$ cat config.mk
export PLATFORM = sky130hd
export DESIGN_NAME = quote_aware_word_tokenizer_flat
export DESIGN_NICKNAME = d
export VERILOG_FILES = /design/src/design/qwt_pkg.sv /design/src/design/qwt_ifs.sv /design/src/design/qwt_scan.sv /design/src/design/qwt_rfifo.sv /design/src/design/quote_aware_word_tokenizer.sv /design/src/flat_wrapper.sv
export SDC_FILE = /design/constraint.sdc
export NUM_CORES = 1
export LEC_CHECK = 0
export ABC_AREA = 1
export BUFFER_PORTS_ARGS = -buffer_cell sky130_fd_sc_hd__buf_2
export CAP_MARGIN = 20
export CORE_MARGIN = 2
export CORE_UTILIZATION = 25
export DETAILED_ROUTE_END_ITERATION = 10
export PLACE_DENSITY = 0.36
export SYNTH_ARGS = -nofsm -noshare
export SYNTH_HDL_FRONTEND = slang
export SYNTH_SLANG_ARGS = --single-unit
$ cat constraint.sdc
create_clock -name clk -period 3.3 [get_ports clk]
set_input_delay 0.495 -clock clk [delete_from_list [all_inputs] [get_ports clk]]
set_output_delay 0.495 -clock clk [all_outputs]
set_load 0.1 [all_outputs]
$ cat src/design/qwt_pkg.sv
// qwt_pkg: result kinds and the result item type for the quote aware word tokenizer
// no dependencies; qwt_scan, qwt_rfifo and the top module refer to it by scoped names
package qwt_pkg;

	localparam logic [2:0] KIND_TOKEN         = 3'd0;
	localparam logic [2:0] KIND_END_OK        = 3'd1;
	localparam logic [2:0] KIND_QUOTE_IN_WORD = 3'd2;
	localparam logic [2:0] KIND_UNCLOSED      = 3'd3;
	localparam logic [2:0] KIND_TOO_LONG      = 3'd4;

	localparam logic [7:0] SQUOTE = 8'h27;
	localparam logic [7:0] DQUOTE = 8'h22;

	localparam int RESULT_DEPTH = 4;
	localparam int RESULT_IDX_BITS = $clog2(RESULT_DEPTH);

	typedef struct packed {
		logic [2:0]  kind;
		logic [15:0] token_begin;
		logic [15:0] token_length;
		logic [15:0] token_count;
		logic        last;
	} result_t;

	// what one scan step produces: zero, one or two result items
	typedef struct packed {
		logic    r0_valid;
		logic    r1_valid;
		result_t r0;
		result_t r1;
	} step_out_t;

endpackage

$ cat src/design/qwt_ifs.sv
// qwt_ifs: valid/ready channel interfaces for bytes in and result items out
// no dependencies; the result kind width is written out here as three bits
interface qwt_text_if;
	logic       valid;
	logic       ready;
	logic [7:0] ch;
	logic       string_end;

	modport source (output valid, output ch, output string_end, input ready);
	modport sink (input valid, input ch, input string_end, output ready);
endinterface

interface qwt_result_if;
	logic        valid;
	logic        ready;
	logic [2:0]  kind;
	logic [15:0] token_begin;
	logic [15:0] token_length;
	logic [15:0] token_count;
	logic        last;

	modport source (output valid, output kind, output token_begin, output token_length,
		output token_count, output last, input ready);
	modport sink (input valid, input kind, input token_begin, input token_length,
		input token_count, input last, output ready);
endinterface

$ cat src/design/qwt_scan.sv
// qwt_scan: per-string scan state and the one-byte step logic
// depends on qwt_pkg for result kinds and the step output struct
module qwt_scan #(
	parameter int OFFSET_BITS = 16
) (
	input  logic                clk,
	input  logic                arst_n,
	input  logic                step,
	input  logic [7:0]          ch,
	input  logic                string_end,
	output qwt_pkg::step_out_t  out
);

	localparam logic [1:0] MODE_BETWEEN = 2'd0;
	localparam logic [1:0] MODE_WORD    = 2'd1;
	localparam logic [1:0] MODE_SQUOTE  = 2'd2;
	localparam logic [1:0] MODE_DQUOTE  = 2'd3;

	localparam logic [OFFSET_BITS-1:0] LIMIT = {OFFSET_BITS{1'b1}};

	logic [1:0]             mode_q, mode_n;
	logic [OFFSET_BITS-1:0] pos_q, pos_n;
	logic [OFFSET_BITS-1:0] start_q, start_n;
	logic [OFFSET_BITS-1:0] count_q, count_n;
	logic                   failed_q, failed_n;

	logic                   is_space;
	logic [OFFSET_BITS-1:0] count_inc;
	logic [OFFSET_BITS-1:0] tok_len;
	logic [31:0]            start_w, len_w, inc_w, count_w;

	assign is_space  = ((ch >= 8'd9) && (ch <= 8'd13)) || (ch == 8'd32);
	assign count_inc = count_q + 1'b1;
	assign tok_len   = pos_q - start_q;
	// report offsets in their low 16 bits, zero filled when narrower
	assign start_w   = 32'(start_q);
	assign len_w     = 32'(tok_len);
	assign inc_w     = 32'(count_inc);
	assign count_w   = 32'(count_q);

	always_comb begin
		qwt_pkg::result_t tok, endr, err;
		tok.kind         = qwt_pkg::KIND_TOKEN;
		tok.token_begin  = start_w[15:0];
		tok.token_length = len_w[15:0];
		tok.token_count  = inc_w[15:0];
		tok.last         = 1'b0;
		endr.kind         = qwt_pkg::KIND_END_OK;
		endr.token_begin  = '0;
		endr.token_length = '0;
		endr.token_count  = count_w[15:0];
		endr.last         = 1'b1;
		err.kind         = qwt_pkg::KIND_TOO_LONG;
		err.token_begin  = '0;
		err.token_length = '0;
		err.token_count  = '0;
		err.last         = 1'b1;

		mode_n   = mode_q;
		pos_n    = pos_q;
		start_n  = start_q;
		count_n  = count_q;
		failed_n = failed_q;
		out.r0_valid = 1'b0;
		out.r1_valid = 1'b0;
		out.r0 = tok;
		out.r1 = endr;

		if (string_end) begin
			if (!failed_q) begin
				out.r0_valid = 1'b1;
				if ((mode_q == MODE_SQUOTE) || (mode_q == MODE_DQUOTE)) begin
					err.kind = qwt_pkg::KIND_UNCLOSED;
					out.r0 = err;
				end else if (mode_q == MODE_WORD) begin
					// open word goes out first, end item carries the new count
					out.r1_valid = 1'b1;
					endr.token_count = inc_w[15:0];
					out.r1 = endr;
				end else begin
					out.r0 = endr;
				end
			end
			mode_n   = MODE_BETWEEN;
			pos_n    = '0;
			start_n  = '0;
			count_n  = '0;
			failed_n = 1'b0;
		end else if (!failed_q) begin
			if (pos_q == LIMIT) begin
				failed_n = 1'b1;
				out.r0_valid = 1'b1;
				out.r0 = err;
			end else begin
				pos_n = pos_q + 1'b1;
				unique case (mode_q) inside
					MODE_BETWEEN: begin
						if (!is_space) begin
							if (ch == qwt_pkg::SQUOTE) begin
								mode_n  = MODE_SQUOTE;
								start_n = pos_q + 1'b1;
							end else if (ch == qwt_pkg::DQUOTE) begin
								mode_n  = MODE_DQUOTE;
								start_n = pos_q + 1'b1;
							end else begin
								mode_n  = MODE_WORD;
								start_n = pos_q;
							end
						end
					end
					MODE_SQUOTE, MODE_DQUOTE: begin
						if (((mode_q == MODE_SQUOTE) && (ch == qwt_pkg::SQUOTE)) ||
							((mode_q == MODE_DQUOTE) && (ch == qwt_pkg::DQUOTE))) begin
							out.r0_valid = 1'b1;
							count_n = count_inc;
							mode_n  = MODE_BETWEEN;
						end
					end
					default: begin
						if (is_space) begin
							out.r0_valid = 1'b1;
							count_n = count_inc;
							mode_n  = MODE_BETWEEN;
						end else if ((ch == qwt_pkg::SQUOTE) || (ch == qwt_pkg::DQUOTE)) begin
							failed_n = 1'b1;
							err.kind = qwt_pkg::KIND_QUOTE_IN_WORD;
							out.r0_valid = 1'b1;
							out.r0 = err;
						end
					end
				endcase
			end
		end
		if (!step) begin
			out.r0_valid = 1'b0;
			out.r1_valid = 1'b0;
		end
	end

	always_ff @(posedge clk or negedge arst_n) begin
		if (!arst_n) begin
			mode_q   <= MODE_BETWEEN;
			pos_q    <= '0;
			start_q  <= '0;
			count_q  <= '0;
			failed_q <= 1'b0;
		end else if (step) begin
			mode_q   <= mode_n;
			pos_q    <= pos_n;
			start_q  <= start_n;
			count_q  <= count_n;
			failed_q <= failed_n;
		end
	end

endmodule

$ cat src/design/qwt_rfifo.sv
// qwt_rfifo: small result queue, up to two pushes and one pop per cycle
// depends on qwt_pkg for the result item type and queue depth
module qwt_rfifo (
	input  logic                clk,
	input  logic                arst_n,
	input  qwt_pkg::step_out_t  push,
	input  logic                pop,
	output qwt_pkg::result_t    head,
	output logic                not_empty,
	output logic                room
);

	localparam int IB = qwt_pkg::RESULT_IDX_BITS;

	qwt_pkg::result_t mem_q [qwt_pkg::RESULT_DEPTH];
	logic [IB-1:0]    wr_q, rd_q;
	logic [IB:0]      cnt_q;
	logic             do_pop;

	assign not_empty = (cnt_q != '0);
	assign do_pop    = pop && not_empty;
	assign head      = mem_q[rd_q];
	// two free slots needed, a step can make two items
	assign room      = (cnt_q <= (IB+1)'(qwt_pkg::RESULT_DEPTH - 2));

	always_ff @(posedge clk) begin
		if (push.r0_valid) begin
			mem_q[wr_q] <= push.r0;
		end
		if (push.r1_valid) begin
			mem_q[wr_q + 1'b1] <= push.r1;
		end
	end

	always_ff @(posedge clk or negedge arst_n) begin
		if (!arst_n) begin
			wr_q  <= '0;
			rd_q  <= '0;
			cnt_q <= '0;
		end else begin
			wr_q  <= wr_q + IB'(push.r0_valid) + IB'(push.r1_valid);
			rd_q  <= rd_q + IB'(do_pop);
			cnt_q <= cnt_q + (IB+1)'(push.r0_valid) + (IB+1)'(push.r1_valid)
				- (IB+1)'(do_pop);
		end
	end

endmodule

$ cat src/design/quote_aware_word_tokenizer.sv
// quote_aware_word_tokenizer: splits a byte stream into whitespace or quote delimited tokens
// results: an end item with an open word gives two result items
// throughput: one byte item per cycle while the result queue has room for two items
// reset: arst_n clears the input stage, the scan state and the result queue at once
// depends on qwt_pkg, qwt_ifs, qwt_scan and qwt_rfifo
module quote_aware_word_tokenizer #(
	parameter int OFFSET_BITS = 16
) (
	input  logic           clk,
	input  logic           arst_n,
	qwt_text_if.sink       text,
	qwt_result_if.source   result
);

	// input stage: holds one accepted item until the queue has room for its results
	logic       valid_s1;
	logic [7:0] ch_s1;
	logic       end_s1;

	logic                advance;
	logic                room;
	logic                not_empty;
	qwt_pkg::step_out_t  step_out;
	qwt_pkg::result_t    head;

	// stage moves on only when two queue slots are free
	assign advance    = valid_s1 && room;
	// take a new item whenever the stage is empty or leaving this cycle
	assign text.ready = !valid_s1 || advance;

	always_ff @(posedge clk or negedge arst_n) begin
		if (!arst_n) begin
			valid_s1 <= 1'b0;
		end else if (text.ready) begin
			valid_s1 <= text.valid;
		end
	end

	// payload needs no reset
	always_ff @(posedge clk) begin
		if (text.ready && text.valid) begin
			ch_s1  <= text.ch;
			end_s1 <= text.string_end;
		end
	end

	// scan state machine, one step per item leaving the input stage
	qwt_scan #(
		.OFFSET_BITS(OFFSET_BITS)
	) u_scan (
		.clk        (clk),
		.arst_n     (arst_n),
		.step       (advance),
		.ch         (ch_s1),
		.string_end (end_s1),
		.out        (step_out)
	);

	// result queue decouples the output side, so a stalled sink does not stop intake at once
	qwt_rfifo u_rfifo (
		.clk       (clk),
		.arst_n    (arst_n),
		.push      (step_out),
		.pop       (result.ready),
		.head      (head),
		.not_empty (not_empty),
		.room      (room)
	);

	assign result.valid        = not_empty;
	assign result.kind         = head.kind;
	assign result.token_begin  = head.token_begin;
	assign result.token_length = head.token_length;
	assign result.token_count  = head.token_count;
	assign result.last         = head.last;

endmodule
$ cat src/flat_wrapper.sv
// flat-port wrapper written by rule: the top's interface ports become plain ports
module quote_aware_word_tokenizer_flat 
#(
	parameter int OFFSET_BITS = 16
)
  (clk, arst_n, text_valid, text_ch, text_string_end, text_ready, result_valid, result_kind, result_token_begin, result_token_length, result_token_count, result_last, result_ready);
  qwt_text_if text_i ();
  qwt_result_if result_i ();
  input  logic clk;
  input  logic arst_n;
  input wire logic [$bits(text_i.valid)-1:0] text_valid;
  input wire logic [$bits(text_i.ch)-1:0] text_ch;
  input wire logic [$bits(text_i.string_end)-1:0] text_string_end;
  output wire logic [$bits(text_i.ready)-1:0] text_ready;
  output wire logic [$bits(result_i.valid)-1:0] result_valid;
  output wire logic [$bits(result_i.kind)-1:0] result_kind;
  output wire logic [$bits(result_i.token_begin)-1:0] result_token_begin;
  output wire logic [$bits(result_i.token_length)-1:0] result_token_length;
  output wire logic [$bits(result_i.token_count)-1:0] result_token_count;
  output wire logic [$bits(result_i.last)-1:0] result_last;
  input wire logic [$bits(result_i.ready)-1:0] result_ready;
  assign text_i.valid = text_valid;
  assign text_i.ch = text_ch;
  assign text_i.string_end = text_string_end;
  assign text_ready = text_i.ready;
  assign result_valid = result_i.valid;
  assign result_kind = result_i.kind;
  assign result_token_begin = result_i.token_begin;
  assign result_token_length = result_i.token_length;
  assign result_token_count = result_i.token_count;
  assign result_last = result_i.last;
  assign result_i.ready = result_ready;
  quote_aware_word_tokenizer #(.OFFSET_BITS(OFFSET_BITS)) u_core (.clk(clk), .arst_n(arst_n), .text(text_i), .result(result_i));
endmodule
==> flow_summary.toml <==
[logic_synthesis]
synth_cells = 1972
yosys.cell_count.top_type = "nand2_1"
syn_area_um2 = 14500
ys_top_cells_by_area = "dfxtp_1, nand2_1, edfxtp_1, dfrtp_1, nand3_1"
synth_seq_cells = 276
synth_top_area_cell = "dfxtp_1"
yosys_warnings = 0
synth.distinct_cells = 42
async_flop_share_pct = 21.4
synth-edff-count = 73
postSynth.topFlopCell = "dfxtp_1"
synth_fp_nets = 2009
synth_top_area_share_pct = 19.8
syn_avg_cell_area_um2 = 7.38
seq_area_frac_synth_pct = 45.0
synthTopCellsByCount = "nand2_1, nor2_1, nand3_1"

[timing]
skew_ps = 21.7
period_share_pct = 96.3
finalCriticalPeriod_ps = 3180
hold_viol_final = 0
tns_ps = 0
slew_headroom_pct = 32.5
worstMarginPinSlew_ps = 1000
rsz0062_at_grt = "false"
drv_slew = 0
finalSetupViolations = 0
fmax_ghz = 0.315

[detailed_routing]
drt-vias-per-instance = 4.77
first_iter_violations = 902
drt_first_pass_iters = 5
drc = 0
drt-wirelength-per-cell_um = 19.4
vias = 13400
ant_nets = 0
routed_wl_um = 54500

[clock_tree]
cts_buffer_depth = 3
cts_sinks = 276
clk_pin_slew_ps = 60
postCtsHoldBufs = 0
cts_resized = 0
cts-root-buf = "clkbuf_16"
cts_setup_buffers = 0
cts_tree = "yes"
numCtsBuffers = 37
clk_latency_ps = 560
htreeDepth = 2

[worst_setup_path]
critPathCaptureType = "output pin"
path_max_fanout = 105
crit_required_ps = 2800
cp_data_arrival_time_ps = 2680
crit_type = "flop to output pin"
start_kind = "flop"

[floorplanning]
die_height_um = 245
core_region_area_um2 = 57600
initial_core_util_pct = 25.3
num_io_pins = 67
die_area_um2 = 60100
fp.dieW_um = 245
std_cell_rows = 88

[pwr]
power_frac_comb_pct = 54.4
irDropWorstVdd_mv = 0.843
pwr-share-seq_pct = 24.3
power_frac_clock_pct = 21.3
p_per_area_nw_per_um2 = 1090
switching_power_uw = 10000
p_int_uw = 8330
p_leak_uw = 0.00741
switching_share_pct = 54.6
power.total_uw = 18300

[job]
drv_cap = 0

[grt]
grt_util_all_layers_pct = 18.1
antenna_found_initial = 0
grt_pass1_wl_um = 82200
top_usage_layer = "met2"
grt_max_degree = 106
met1_usage_pct = 25.8
grt_util_met2_pct = 28.2
gr-total-overflow = 0
grt_pass1_vias = 13000
met3_usage_pct = 2.94

[cells_and_area]
drive_above_1_share_pct = 10.3
fin_nets = 2052
area_growth_pct = 15.4
regArea_um2 = 6560
fillers = 6284
antennaDiodeCount = 0
multiInputGateArea_um2 = 6940

[min_path]
hp-class = "input port to async pin"

[place]
port-buffer-count = 66
hpwl_um = 34400
gp_routability_congestion = 0.808

[status]
status = "completed"
[layer usage]
layer / part of all wire [%] / up-vias
met3: 4.8 / 73
met1: 49 / 6443
met2: 44 / 285
met4: 1.7 / 0
li1: - / 6590
met5: 0 / -
[sequential cells by signal, summed over array words and instances (netlist names)]
signal and flops:
u_core.ch_s1 8, u_core.valid_s1 1, u_core.u_scan.start_q 16, u_core.u_rfifo.wr_q 2
u_core.u_scan.pos_q 16, u_core.u_scan.failed_q 1, u_core.u_scan.mode_q 2, u_core.u_rfifo.mem_q 208
u_core.u_rfifo.cnt_q 3, u_core.u_rfifo.rd_q 2, u_core.end_s1 1, u_core.u_scan.count_q 16
[worst max-delay path: stages, from the launching register on]
cell and delay [ps]:
dfrtp_4 430, buf_12 320, o21ai_0 160, o22ai_1 470
buf_2 530
[power groups by stage]
stage          Clock, uW  Sequential (uW)  Combinational [uW]
2_1_floorplan          0             4420                7560
3_3_place_gp           0             4510               10100
4_1_cts             4030             4450               10100
6_report            3910             4450                9990
5_1_grt             4140             4520               10700
3_5_place_dp           0             4520               10100
[worst paths after layout]
| kind | to | cells past startpoint | slack [ps] | from |
|---|---|---|---|---|
| max in group asynchronous | u_core.u_scan.start_q[12]$_DFFE_PN0P_ | 2 | 2580 | arst_n |
| max reg2reg | u_core.u_rfifo.cnt_q[2]$_DFF_PN0_ | 13 | 280 | u_core.u_scan.pos_q[1]$_DFFE_PN0P_ |
| max | result_token_begin[13] | 4 | 120 | u_core.u_rfifo.rd_q[0]$_DFF_PN0_ |
| min | u_core.u_rfifo.cnt_q[0]$_DFF_PN0_ | 1 | 20 | arst_n |
| min reg2reg | u_core.u_rfifo.mem_q[1][49]$_SDFFE_PP1N_ | 2 | 460 | u_core.u_rfifo.mem_q[1][49]$_SDFFE_PP1N_ |
| min in group clk | u_core.ch_s1[3]$_DFFE_PP_ | 1 | 110 | text_ch[3] |
[placed cells by master, fill, tap and decap left out, drive strengths merged, types with 4 or more instances in the layout]
| cell | n |
|---|---|
| o21ai | 207 |
| ha | 20 |
| clkinv | 7 |
| nand2 | 647 |
| fa | 4 |
| nor3 | 10 |
| xnor2 | 11 |
| xor2 | 20 |
| nor2 | 216 |
| clkbuf | 59 |
| buf | 104 |
| nand4 | 12 |
| a21oi | 29 |
| inv | 124 |
| o22ai | 73 |
| dfrtp | 59 |
| edfxtp | 73 |
| nand3 | 207 |
| o211ai | 6 |
| dfxtp | 144 |
[layout make-up]
type	count	area share, %
clock inverters	6	0.343
multi-input cells	1470	41.3
inverters	126	2.88
flip-flops and latches	276	39.0
clock buffers	59	6.55
repair buffers	104	4.19
well taps	765	5.70
[cells by family (layout without fill, tap and decap cells)]
logic type	count (synthesis)	after routing	synth area share, %
AO/OA/AOI/OAI	320	320	11.8
XOR/XNOR	31	31	1.87
adder cells (fa/ha/maj)	24	24	2.27
buffers and inverters	226	295	7.30
flip-flops	276	276	45.0
AND/OR/NAND/NOR	1095	1095	31.7
[metrics by stage]
stage	instance area, um^2	hold WS [ps]	utilization, %	setup slack, ps	cells
3_5_place_dp	15600	443	27.2	294	2741
2_1_floorplan	14500	199	-	217	1972
3_3_place_gp	15600	436	27.2	331	2741
4_1_cts	16800	23.0	29.2	103	2806
6_report	16800	20.8	29.2	124	2806
5_1_grt	16800	71.7	29.2	49.2	2806
(Power assumes the default switching activity.)
